`config.mk`:
```
export PLATFORM = sky130hd
export DESIGN_NAME = disjoint_edge_pair_counter_unit
export DESIGN_NICKNAME = d
export VERILOG_FILES = /design/src/rtl/core/dep_pkg.sv /design/src/rtl/core/dep_sequencer.sv /design/src/rtl/core/dep_degree_store.sv /design/src/rtl/core/dep_datapath.sv /design/src/rtl/core/disjoint_edge_pair_counter_unit.sv
export SDC_FILE = /design/constraint.sdc
export NUM_CORES = 1
export LEC_CHECK = 0
export BUFFER_PORTS_ARGS = -buffer_cell sky130_fd_sc_hd__buf_2
export CAP_MARGIN = 20
export CORE_UTILIZATION = 50
export CTS_BUF_LIST = sky130_fd_sc_hd__clkbuf_16
export DETAILED_ROUTE_END_ITERATION = 10
export PLACE_DENSITY_LB_ADDON = 0.2
export SLEW_MARGIN = 20
export SYNTH_ARGS = -nofsm -noshare
export SYNTH_HDL_FRONTEND = slang
export SYNTH_HIERARCHICAL = 1
export SYNTH_SLANG_ARGS = --single-unit
```
`constraint.sdc`:
```
create_clock -name aclk -period 4.4 [get_ports aclk]
set_input_delay 0.44 -clock aclk [delete_from_list [all_inputs] [get_ports aclk]]
set_output_delay 0.44 -clock aclk [all_outputs]
set_load 0.05 [all_outputs]
```
`src/rtl/core/dep_pkg.sv`:
```
`timescale 1ns / 1ps
`default_nettype none
// ----------------------------------------------------------------------------
// dep_pkg
// shared sizes and control records for the disjoint edge pair counter
// ----------------------------------------------------------------------------
package dep_pkg;

    localparam int MAX_VERTICES = 64;
    localparam int VTX_W        = $clog2(MAX_VERTICES);
    localparam int DEG_W        = $clog2(MAX_VERTICES);
    localparam int CNT_W        = $clog2(MAX_VERTICES + 1);
    localparam int CFG_W        = 7;
    localparam int EDGES_W      = 11;
    localparam int PAIRS_W      = 21;

    // position of one word in the upper triangle
    typedef struct packed {
        logic             row_start;
        logic             last;
        logic [VTX_W-1:0] col;
        logic [VTX_W-1:0] row;
    } dep_pos_t;

    // degree store write request
    typedef struct packed {
        logic             en;
        logic [VTX_W-1:0] addr;
        logic [DEG_W-1:0] data;
    } dep_wr_t;

endpackage
`default_nettype wire

```
`src/rtl/core/dep_sequencer.sv`:
```
`timescale 1ns / 1ps
`default_nettype none
// ----------------------------------------------------------------------------
// dep_sequencer
// vertex count register and vertex pair walk over the upper triangle
// ----------------------------------------------------------------------------
module dep_sequencer (
    input  wire                          aclk,
    input  wire                          aresetn,
    input  wire                          cfg_wr_en,
    input  wire  [dep_pkg::CFG_W-1:0]    cfg_wr_data,
    input  wire                          accept,
    output dep_pkg::dep_pos_t            pos
);
    import dep_pkg::*;

    logic [CFG_W-1:0] vertex_count_reg;
    logic [VTX_W-1:0] row_reg, row_next;
    logic [VTX_W-1:0] col_reg, col_next;
    logic [CNT_W-1:0] n_eff;
    logic [VTX_W-1:0] last_col;
    logic [VTX_W-1:0] last_row;

    // saturate the vertex count into the supported range
    always_comb begin
        if (int'(vertex_count_reg) < 2) begin
            n_eff = CNT_W'(2);
        end else if (int'(vertex_count_reg) > MAX_VERTICES) begin
            n_eff = CNT_W'(MAX_VERTICES);
        end else begin
            n_eff = CNT_W'(vertex_count_reg);
        end
    end

    assign last_col = VTX_W'(n_eff - CNT_W'(1));
    assign last_row = VTX_W'(n_eff - CNT_W'(2));

    assign pos.row       = row_reg;
    assign pos.col       = col_reg;
    assign pos.row_start = (col_reg == row_reg + VTX_W'(1));
    assign pos.last      = (row_reg == last_row) && (col_reg == last_col);

    always_comb begin
        row_next = row_reg;
        col_next = col_reg;
        if (accept) begin
            if (pos.last) begin
                row_next = '0;
                col_next = VTX_W'(1);
            end else if (col_reg == last_col) begin
                row_next = row_reg + VTX_W'(1);
                col_next = row_reg + VTX_W'(2);
            end else begin
                col_next = col_reg + VTX_W'(1);
            end
        end
    end

    always_ff @(posedge aclk) begin
        if (!aresetn) begin
            vertex_count_reg <= CFG_W'(2);
            row_reg          <= '0;
            col_reg          <= VTX_W'(1);
        end else if (cfg_wr_en) begin
            vertex_count_reg <= cfg_wr_data;
            row_reg          <= '0;
            col_reg          <= VTX_W'(1);
        end else begin
            row_reg <= row_next;
            col_reg <= col_next;
        end
    end

endmodule
`default_nettype wire

```
`src/rtl/core/dep_degree_store.sv`:
```
`timescale 1ns / 1ps
`default_nettype none
// ----------------------------------------------------------------------------
// dep_degree_store
// per vertex degree memory, valid bits per entry, registered reads with bypass
// ----------------------------------------------------------------------------
module dep_degree_store (
    input  wire                          aclk,
    input  wire                          aresetn,
    input  wire                          clear,
    input  wire                          rd_en,
    input  wire  [dep_pkg::VTX_W-1:0]    rd_col_addr,
    input  wire  [dep_pkg::VTX_W-1:0]    rd_row_addr,
    input  dep_pkg::dep_wr_t             wr,
    output logic [dep_pkg::DEG_W-1:0]    col_deg,
    output logic [dep_pkg::DEG_W-1:0]    row_deg
);
    import dep_pkg::*;

    logic [DEG_W-1:0]        deg_mem [MAX_VERTICES];
    logic [MAX_VERTICES-1:0] valid_reg;
    logic [DEG_W-1:0]        col_deg_reg;
    logic [DEG_W-1:0]        row_deg_reg;

    always_ff @(posedge aclk) begin
        if (wr.en) begin
            deg_mem[wr.addr] <= wr.data;
        end
    end

    // clearing a graph drops every entry back to zero at once
    always_ff @(posedge aclk) begin
        if (!aresetn) begin
            valid_reg <= '0;
        end else if (clear) begin
            valid_reg <= '0;
        end else if (wr.en) begin
            valid_reg[wr.addr] <= 1'b1;
        end
    end

    always_ff @(posedge aclk) begin
        if (rd_en) begin
            if (clear) begin
                col_deg_reg <= '0;
            end else if (wr.en && (wr.addr == rd_col_addr)) begin
                col_deg_reg <= wr.data;
            end else if (valid_reg[rd_col_addr]) begin
                col_deg_reg <= deg_mem[rd_col_addr];
            end else begin
                col_deg_reg <= '0;
            end

            if (clear) begin
                row_deg_reg <= '0;
            end else if (wr.en && (wr.addr == rd_row_addr)) begin
                row_deg_reg <= wr.data;
            end else if (valid_reg[rd_row_addr]) begin
                row_deg_reg <= deg_mem[rd_row_addr];
            end else begin
                row_deg_reg <= '0;
            end
        end
    end

    assign col_deg = col_deg_reg;
    assign row_deg = row_deg_reg;

endmodule
`default_nettype wire

```
`src/rtl/core/dep_datapath.sv`:
```
`timescale 1ns / 1ps
`default_nettype none
// ----------------------------------------------------------------------------
// dep_datapath
// pair accumulation, edge count, row degree and result register
// ----------------------------------------------------------------------------
module dep_datapath (
    input  wire                          aclk,
    input  wire                          aresetn,
    input  wire                          cfg_clear,
    input  wire                          advance,
    input  wire                          edge_bit,
    input  dep_pkg::dep_pos_t            pos,
    input  wire  [dep_pkg::DEG_W-1:0]    col_deg,
    input  wire  [dep_pkg::DEG_W-1:0]    row_deg_rd,
    output dep_pkg::dep_wr_t             wr,
    output logic                         out_block,
    output logic                         m_valid,
    input  wire                          m_ready,
    output logic [dep_pkg::PAIRS_W-1:0]  m_disjoint_pairs,
    output logic [dep_pkg::EDGES_W-1:0]  m_edge_total
);
    import dep_pkg::*;

    logic [EDGES_W-1:0] edges_reg, edges_next;
    logic [PAIRS_W-1:0] acc_reg, acc_next;
    logic [DEG_W-1:0]   row_deg_reg, row_deg_cur, row_deg_next;
    logic [EDGES_W-1:0] others;
    logic               m_valid_reg, m_valid_next;
    logic [PAIRS_W-1:0] pairs_out_reg;
    logic [EDGES_W-1:0] edges_out_reg;

    // row degree comes from the store at the first pair of a row
    assign row_deg_cur = pos.row_start ? row_deg_rd : row_deg_reg;
    assign others      = edges_reg - EDGES_W'(row_deg_cur) - EDGES_W'(col_deg);

    always_comb begin
        edges_next   = edges_reg;
        acc_next     = acc_reg;
        row_deg_next = row_deg_cur;
        if (edge_bit) begin
            edges_next   = edges_reg + EDGES_W'(1);
            acc_next     = acc_reg + PAIRS_W'(others);
            row_deg_next = row_deg_cur + DEG_W'(1);
        end
    end

    assign wr.en   = advance && edge_bit && !pos.last;
    assign wr.addr = pos.col;
    assign wr.data = col_deg + DEG_W'(1);

    assign out_block = m_valid_reg && !m_ready;

    always_comb begin
        m_valid_next = m_valid_reg;
        if (m_ready) begin
            m_valid_next = 1'b0;
        end
        if (advance && pos.last) begin
            m_valid_next = 1'b1;
        end
    end

    always_ff @(posedge aclk) begin
        if (!aresetn || cfg_clear) begin
            edges_reg   <= '0;
            acc_reg     <= '0;
            row_deg_reg <= '0;
        end else if (advance) begin
            if (pos.last) begin
                edges_reg   <= '0;
                acc_reg     <= '0;
                row_deg_reg <= '0;
            end else begin
                edges_reg   <= edges_next;
                acc_reg     <= acc_next;
                row_deg_reg <= row_deg_next;
            end
        end
    end

    always_ff @(posedge aclk) begin
        if (!aresetn) begin
            m_valid_reg <= 1'b0;
        end else begin
            m_valid_reg <= m_valid_next;
        end
    end

    always_ff @(posedge aclk) begin
        if (advance && pos.last) begin
            pairs_out_reg <= acc_next;
            edges_out_reg <= edges_next;
        end
    end

    assign m_valid          = m_valid_reg;
    assign m_disjoint_pairs = pairs_out_reg;
    assign m_edge_total     = edges_out_reg;

endmodule
`default_nettype wire

```
`src/rtl/core/disjoint_edge_pair_counter_unit.sv`:
```
`timescale 1ns / 1ps
`default_nettype none
// ----------------------------------------------------------------------------
// disjoint_edge_pair_counter_unit
// counts edge pairs sharing no vertex over a streamed upper-triangle adjacency
// ----------------------------------------------------------------------------
// usage
//   s_ channel: one adjacency bit per word, in the order (0,1), (0,2), ...,
//   (0,n-1), (1,2), ..., (n-2,n-1); the unit tracks the pair position itself
//   m_ channel: one word per graph after its last pair, carrying the count of
//   disjoint edge pairs and the number of edges in the graph
//   cfg_wr_en / cfg_wr_data: vertex count n, saturated into 2..MAX_VERTICES;
//   a write also restarts the stream at pair (0,1); write only when idle
// timing
//   one input word per cycle, including across graph boundaries, unless a
//   last pair is stalled; an accepted word waits in the input register and is
//   processed there, and m_valid is registered as the last pair is processed
//   the rate is set by the degree memory: one column read and one write per
//   cycle, plus a row read that is only used at the first pair of a row
// reset and stall
//   reset sets n = 2, zeroes the degree store valid bits and all counters
//   a stalled receiver only holds back the last pair of the next graph; all
//   other words keep flowing while a result waits in the output register
// ----------------------------------------------------------------------------
module disjoint_edge_pair_counter_unit (
    input  wire                          aclk,
    input  wire                          aresetn,
    // configuration
    input  wire                          cfg_wr_en,
    input  wire  [dep_pkg::CFG_W-1:0]    cfg_wr_data,
    // input words
    input  wire                          s_valid,
    output logic                         s_ready,
    input  wire                          s_edge_present,
    // result words
    output logic                         m_valid,
    input  wire                          m_ready,
    output logic [dep_pkg::PAIRS_W-1:0]  m_disjoint_pairs,
    output logic [dep_pkg::EDGES_W-1:0]  m_edge_total
);
    import dep_pkg::*;

    // position of the next word to be accepted
    dep_pos_t         seq_pos;
    // input register stage
    logic             in_valid_reg;
    logic             in_edge_reg;
    dep_pos_t         in_pos_reg;
    // degree store side
    dep_wr_t          deg_wr;
    logic [DEG_W-1:0] col_deg;
    logic [DEG_W-1:0] row_deg;
    logic             store_clear;
    // handshake
    logic             accept;
    logic             advance;
    logic             out_block;

    // the input stage only stalls on the last pair of a graph while the
    // previous result has not been taken
    assign advance = in_valid_reg && !(in_pos_reg.last && out_block);
    assign s_ready = !in_valid_reg || advance;
    assign accept  = s_valid && s_ready;

    // end of graph or new vertex count wipes the degree store
    assign store_clear = (advance && in_pos_reg.last) || cfg_wr_en;

    dep_sequencer u_seq (
        .aclk        (aclk),
        .aresetn     (aresetn),
        .cfg_wr_en   (cfg_wr_en),
        .cfg_wr_data (cfg_wr_data),
        .accept      (accept),
        .pos         (seq_pos)
    );

    // reads are issued with the accept so data lines up with the input register
    dep_degree_store u_store (
        .aclk        (aclk),
        .aresetn     (aresetn),
        .clear       (store_clear),
        .rd_en       (accept),
        .rd_col_addr (seq_pos.col),
        .rd_row_addr (seq_pos.row),
        .wr          (deg_wr),
        .col_deg     (col_deg),
        .row_deg     (row_deg)
    );

    always_ff @(posedge aclk) begin
        if (!aresetn || cfg_wr_en) begin
            in_valid_reg <= 1'b0;
        end else if (accept) begin
            in_valid_reg <= 1'b1;
        end else if (advance) begin
            in_valid_reg <= 1'b0;
        end
    end

    // payload of the input stage, no reset needed
    always_ff @(posedge aclk) begin
        if (accept) begin
            in_edge_reg <= s_edge_present;
            in_pos_reg  <= seq_pos;
        end
    end

    dep_datapath u_dp (
        .aclk             (aclk),
        .aresetn          (aresetn),
        .cfg_clear        (cfg_wr_en),
        .advance          (advance),
        .edge_bit         (in_edge_reg),
        .pos              (in_pos_reg),
        .col_deg          (col_deg),
        .row_deg_rd       (row_deg),
        .wr               (deg_wr),
        .out_block        (out_block),
        .m_valid          (m_valid),
        .m_ready          (m_ready),
        .m_disjoint_pairs (m_disjoint_pairs),
        .m_edge_total     (m_edge_total)
    );

`ifndef SYNTHESIS
    // the last pair of a graph always lands a result in the output register
    a_last_gives_result: assert property (
        @(posedge aclk) disable iff (!aresetn)
        (advance && in_pos_reg.last && !cfg_wr_en) |=> m_valid
    ) else $error("last pair did not produce a result");

    // back pressure reaches the input only through a waiting final pair
    a_stall_only_on_last: assert property (
        @(posedge aclk) disable iff (!aresetn)
        !s_ready |-> (in_valid_reg && in_pos_reg.last && m_valid && !m_ready)
    ) else $error("input stalled without a blocked final pair");

    // a disjoint count can never exceed the number of edge pairs
    a_count_bound: assert property (
        @(posedge aclk) disable iff (!aresetn)
        m_valid |-> (32'(m_disjoint_pairs) * 32'd2
                     <= 32'(m_edge_total) * (32'(m_edge_total) - 32'd1)
                     || m_edge_total == '0)
    ) else $error("disjoint pair count above edge pair count");

    // no degree write is issued for the pair that closes a graph
    a_no_write_on_last: assert property (
        @(posedge aclk) disable iff (!aresetn)
        (advance && in_pos_reg.last) |-> !deg_wr.en
    ) else $error("degree write on final pair");
`endif

endmodule
`default_nettype wire
```
==> run summary, run 1 <==
Sw frac - 0.229
VDD IR max - 0.329 mV
Die H - 237 um
Cell count after synthesis - 1886
Final Skew - 0.0180 ns
Unrepaired setup endpoints after global routing - yes
I/O pin cnt - 47
Port Buf Inserts - 46
Most common cell after layout, fill and taps aside - edfxtp_1
Max reg flops - 384
Combinational power share - 0.072
GR Overflow Total - 0
Syn Area/Cell - 14.7 sq um
Initial DRC count - 1814
Setup CP Type - flop to flop
Die Wd - 237 um
Clock H-tree levels - 2
Final Power - 0.0114 W
CP top delay family - compound AO/OA/AOI/OAI gates
Largest net degree at the start of global routing - 67
Total track usage - 0.259
Total CTS buffers - 60
Initial antenna violation count - 0
Cell repeated most along the worst path - buf_6
Power Density - 367 mW/mm^2
Worst EP required - 4.97 ns
Cell Rows - 85
Proportion of layout cells with a drive suffix above 1 - 0.247
Clock root cell - clkbuf_16
Vias in the first global route - 17800
Hold Crit Class - input port to flop
Clk_lat worst skew - 0.65 ns
Internal power - 0.00875 W
Critical path cell sequence - buf_6 -> mux2i_4 -> fa_1 -> ha_4 -> a21oi_4 -> a21boi_2 -> o31a_1 -> o21ai_2 -> nand2b_1 -> xnor2_1 -> ha_1 -> o21a_1 -> o211ai_1 -> o31a_2 -> buf_6 -> or4_4 -> o211ai_2
Crit share post-route - 0.983
Leak Pwr - 10.2 nW
Final hold violations - 0
Met3 usage - 0.0435
Achievable frequency - 231 MHz
Total wire length - 72.2 mm
CP max FO - 7
Global Route met1 Usage - 0.350
MaxCap Viol Count - 0
Min cycle time layout - 4.33 ns
Cells after DPL - 2554
Worst Path Buf+Inv - 2
Worst setup margin - 0.0748 ns
P&R area growth vs syn - 11.6%
Synth warnings - 6
Die area - 0.0563 sq mm
First-pass GRT wire length - 110 mm
Max Root-Sink Buffers - 3
Worst Max-Slew Pin Slew - 1.08 ns
NetSw - 0.00260 W
Setup TNS - 0 ns
Starting Density - 0.511
Slowest cell on crit path - fa_1
Critical Path Source Type - flop
Setup violators final - 0
Post-Synthesis Net Count - 1937
Drt pass-1 iters - 5
Max-slew violations - 0
Via count - 17600
Routed WL per cell - 27.0 um
Clock Power Share - 0.421
Clk sinks - 560
Routed vias/inst - 6.58
Synthesized cell area - 0.0277 sq mm
Clock Pin Slew Worst Setup and Hold Paths - 0.06 ns
Layout Cells excl Fill - 2679
Post-route ant nets - 0
Status - completed
Sequential power share - 0.507
Max-slew headroom - 0.280
Grt peak-use layer - met2
Pre-CTS setup slack - -0.0244 ns
CP max stage delay - 0.59 ns
Met2 Resource Use GR - 0.421
GPL Wtd Cong - 0.944
DP HPWL - 47.9 mm
Commonest cells after routing, fill and taps aside - edfxtp_1, mux4_2, nor2_1
CTS tree - built
Crit end category - flop
Core Box Area - 0.0542 sq mm
Critical path arrival - 4.89 ns
Nets - 1982
# DRC - 0
-- cell type report --
class	instances	area, sq um
Clock inverter	52	338
Multi-Input combinational cell	1161	11600
Antenna cell	1	2.50
Inverter	26	101
Fill cell	4290	23300
Sequential cell	560	15600
Tap cell	696	871
Timing Repair Buffer	122	918
Clock buffer	61	1530
-- metrics by stage --
stage / utilization / hold slack, ns / instance area (sq um)
after floorplan: - / 0.419 / 27700
after global placement: 0.531 / 0.456 / 28800
after detailed placement: 0.531 / 0.465 / 28800
after CTS: 0.565 / 0.00255 / 30700
after global routing: 0.570 / 0.0202 / 30900
final: 0.570 / 0.0294 / 30900
-- final timing paths --
kind	cells after the start	endpoint	startpoint	slack (ns)
hold / removal	3	u_seq/vertex_count_reg[1]	cfg_wr_data[1]	0.03
setup reg to reg	17	u_dp/acc_reg[12]	in_pos_reg[13]	0.07
hold reg to reg	1	u_store/valid_reg[19]	u_store/valid_reg[19]	0.49
setup / recovery	17	u_dp/acc_reg[12]	in_pos_reg[13]	0.07
-- layer usage --
| metal | part of all wire | vias up |
|---|---|---|
| li1 | - | 7639 |
| met2 | 0.48 | 787 |
| met1 | 0.40 | 9030 |
| met5 | 0 | - |
| met3 | 0.078 | 176 |
| met4 | 0.038 | 0 |
-- power groups by stage --
stage | Combinational [W] | Clock [W] | Sequential [W]
after global placement | 0.000756 | 0 | 0.00587
final | 0.000817 | 0.00478 | 0.00576
after detailed placement | 0.000768 | 0 | 0.00587
after CTS | 0.000772 | 0.00487 | 0.00576
after global routing | 0.000882 | 0.00505 | 0.00576
after floorplan | 0.000581 | 0 | 0.00586
-- worst register-to-register path: stages, from the launching register on --
cell and delay, ns:
edfxtp_1 0.46, buf_6 0.17, mux2i_4 0.19, fa_1 0.59
ha_4 0.23, a21oi_4 0.16, a21boi_2 0.08, o31a_1 0.28
o21ai_2 0.13, nand2b_1 0.08, xnor2_1 0.13, ha_1 0.36
o21a_1 0.15, o211ai_1 0.11, o31a_2 0.45, buf_6 0.15
or4_4 0.47, o211ai_2 0.07
-- what timing repair did --
item | in CTS | in global routing
pin swaps | 0 | 13
endpoints found under the setup margin | 3 | 23
gates resized for setup | 1 | 33
hold buffers | 1 | 0
buffers inserted | 0 | 10
endpoints found under the hold margin | 1 | 0
No activity file was read; power rests on OpenSTA's default activity.
==> run 2: changes to the inputs <==
- REMOVE_ABC_BUFFERS: default -> 1
==> run 2 against run 1 <==
Hold slack improved by 0.018 ns; clock power is 2% higher; non-clock buffer count increased by 8; routed wire length increased by 2.3%; total power is 0.76% higher; first-iteration DRC count grew 16%; register-to-register slack gained 0.02 ns; clock skew up 0.0089 ns; global-route usage grew 0.59 points; core utilization grew 0.097 points; highest routed layer is now met5.
==> run summary, run 2 (synthesis results as in run 1) <==
Starting Density - 0.511
CP max stage delay - 0.50 ns
Via count - 17800
Port Buf Inserts - 46
# DRC - 0
Cell Rows - 85
Unrepaired setup endpoints after global routing - yes
CP top delay family - compound AO/OA/AOI/OAI gates
Sw frac - 0.229
Max-slew violations - 0
I/O pin cnt - 47
Worst Path Buf+Inv - 1
Total wire length - 73.9 mm
Area of the multi-input gates - 0.0116 sq mm
Achievable frequency - 232 MHz
Post-route ant nets - 0
CP Launch Point - in_pos_reg[13]
Clock H-tree levels - 2
Crit share post-route - 0.978
NetSw - 0.00262 W
Largest net degree at the start of global routing - 67
Power Density - 370 mW/mm^2
Worst EP required - 4.94 ns
Hold_ws - 0.0470 ns
Proportion of layout cells with a drive suffix above 1 - 0.256
Max-slew headroom - 0.279
VDD IR max - 0.304 mV
Die H - 237 um
Core Box Area - 0.0542 sq mm
Total track usage - 0.265
Setup CP Type - flop to flop
Clk_lat worst skew - 0.64 ns
Drt pass-1 iters - 5
Final hold violations - 0
Final Skew - 0.0269 ns
Leak Pwr - 10.2 nW
Initial DRC count - 2097
Combinational power share - 0.071
Clock Power Share - 0.425
CP max FO - 5
Clk sinks - 560
Clock root cell - clkbuf_16
Crit path capture - u_dp/acc_reg[16]
Min cycle time layout - 4.30 ns
GPL Wtd Cong - 0.962
Critical Path Source Type - flop
Routed WL per cell - 27.5 um
Crit end category - flop
FF-to-FF path depth - 15
GR Overflow Total - 0
Nets - 1989
Max Root-Sink Buffers - 3
Register area - 0.0156 sq mm
P&R area growth vs syn - 11.8%
Total CTS buffers - 58
Cell repeated most along the worst path - ha_1
Worst Max-Slew Pin Slew - 1.08 ns
Reg2Reg Launch Point - in_pos_reg[13]
First-pass GRT wire length - 112 mm
Initial antenna violation count - 2
Setup violators final - 0
Sequential power share - 0.505
Most common cell after layout, fill and taps aside - edfxtp_1
Clock Pin Slew Worst Setup and Hold Paths - 0.06 ns
CTS tree - built
Max reg flops - 384
WP depth - 15
Internal power - 0.00883 W
DP HPWL - 48.2 mm
Commonest cells after routing, fill and taps aside - edfxtp_1, mux4_2, nor2_1
Worst flop-to-flop path endpoint - u_dp/acc_reg[16]
Fillcell total - 4191
Diodes inserted - 0
Routed vias/inst - 6.64
Final Power - 0.0114 W
Status - completed
Die area - 0.0563 sq mm
Vias in the first global route - 18000
Critical path arrival - 4.84 ns
Slowest cell on crit path - edfxtp_1
MaxCap Viol Count - 0
Critical path cell sequence - buf_6 -> mux2i_4 -> fa_1 -> ha_1 -> a21boi_1 -> o31a_1 -> o21ai_2 -> nand2b_1 -> xnor2_1 -> ha_1 -> o21a_1 -> o211ai_1 -> o31a_2 -> or4_4 -> a31oi_1
Die Wd - 237 um
Hold Crit Class - input port to flop
Flop-to-flop setup slack - 0.1 ns
[run 2: cell types whose count changed in the layout (fill, tap and decap cells not counted), sizes merged]
cell	delta
diode	-1
bufinv	+2
inv	-12
clkinv	+8
o31a	+1
clkbuf	-1
clkinvlp	-1
buf	+8
[run 2: routing by layer]
metal  track usage  vias to the layer above  part of all wire
met5             0                        -           0.00018
met4         0.104                        2             0.040
met3        0.0523                      194             0.081
met2         0.425                      816              0.47
met1         0.358                     9162              0.40
li1              -                     7644                 -
[run 2: stage by stage]
step	TNS, ns	std cells	instance area [sq um]	setup WS [ns]	util
after global routing	-0.486	2683	31000	-0.120	0.571
after detailed placement	-0.0967	2564	28800	-0.0339	0.532
after global placement	0	2564	28800	0.00100	0.532
after floorplan	-54.59	1747	27000	-2.33	-
after CTS	0	2675	30700	0.0326	0.567
final	0	2683	31000	0.0975	0.571
[run 2: power by group through the flow]
stage | sequential, W | clock (W) | combinational, W
after detailed placement | 0.00588 | 0 | 0.000754
final | 0.00577 | 0.00486 | 0.000810
after CTS | 0.00577 | 0.00493 | 0.000763
after floorplan | 0.00593 | 0 | 0.000513
after global placement | 0.00588 | 0 | 0.000741
after global routing | 0.00578 | 0.00513 | 0.000877
[run 2: worst register-to-register path, cell delays in order, from the launching register on]
cell and delay (ns):
edfxtp_1 0.50, buf_6 0.19, mux2i_4 0.25, fa_1 0.44, ha_1 0.33, a21boi_1 0.16
o31a_1 0.28, o21ai_2 0.14, nand2b_1 0.08, xnor2_1 0.12, ha_1 0.37, o21a_1 0.15
o211ai_1 0.14, o31a_2 0.43, or4_4 0.49, a31oi_1 0.13
[run 2: cell type report]
cell class              instances  area share
flip-flops and latches        560       0.504
multi-input cells            1162       0.374
clock buffers                  60      0.0485
repair buffers                130      0.0300
well taps                     696      0.0281
clock inverters                49      0.0122
inverters                      26     0.00315
[run 2: how the worst min path moves through the flow]
stage | to | cells after the start | from
3_3_place_gp | u_store/valid_reg[4] | 1 | u_store/valid_reg[4]
5_1_grt | u_seq/vertex_count_reg[1] | 3 | cfg_wr_data[1]
3_5_place_dp | u_dp/row_deg_reg[5] | 2 | u_dp/row_deg_reg[5]
6_report | u_seq/vertex_count_reg[1] | 3 | cfg_wr_data[1]
2_1_floorplan | u_dp/row_deg_reg[5] | 2 | u_dp/row_deg_reg[5]
4_1_cts | u_seq/vertex_count_reg[1] | 3 | cfg_wr_data[1]
[run 2: what timing repair did]
| item | 4_1_cts | 5_1_grt |
|---|---|---|
| gates cloned | 0 | 1 |
| setup endpoints to repair | 7 | 21 |
| hold endpoints to repair | 1 | 0 |
| pin swaps | 1 | 13 |
| resized for setup | 4 | 29 |
| hold buffers | 1 | 0 |
| buffers inserted | 1 | 7 |
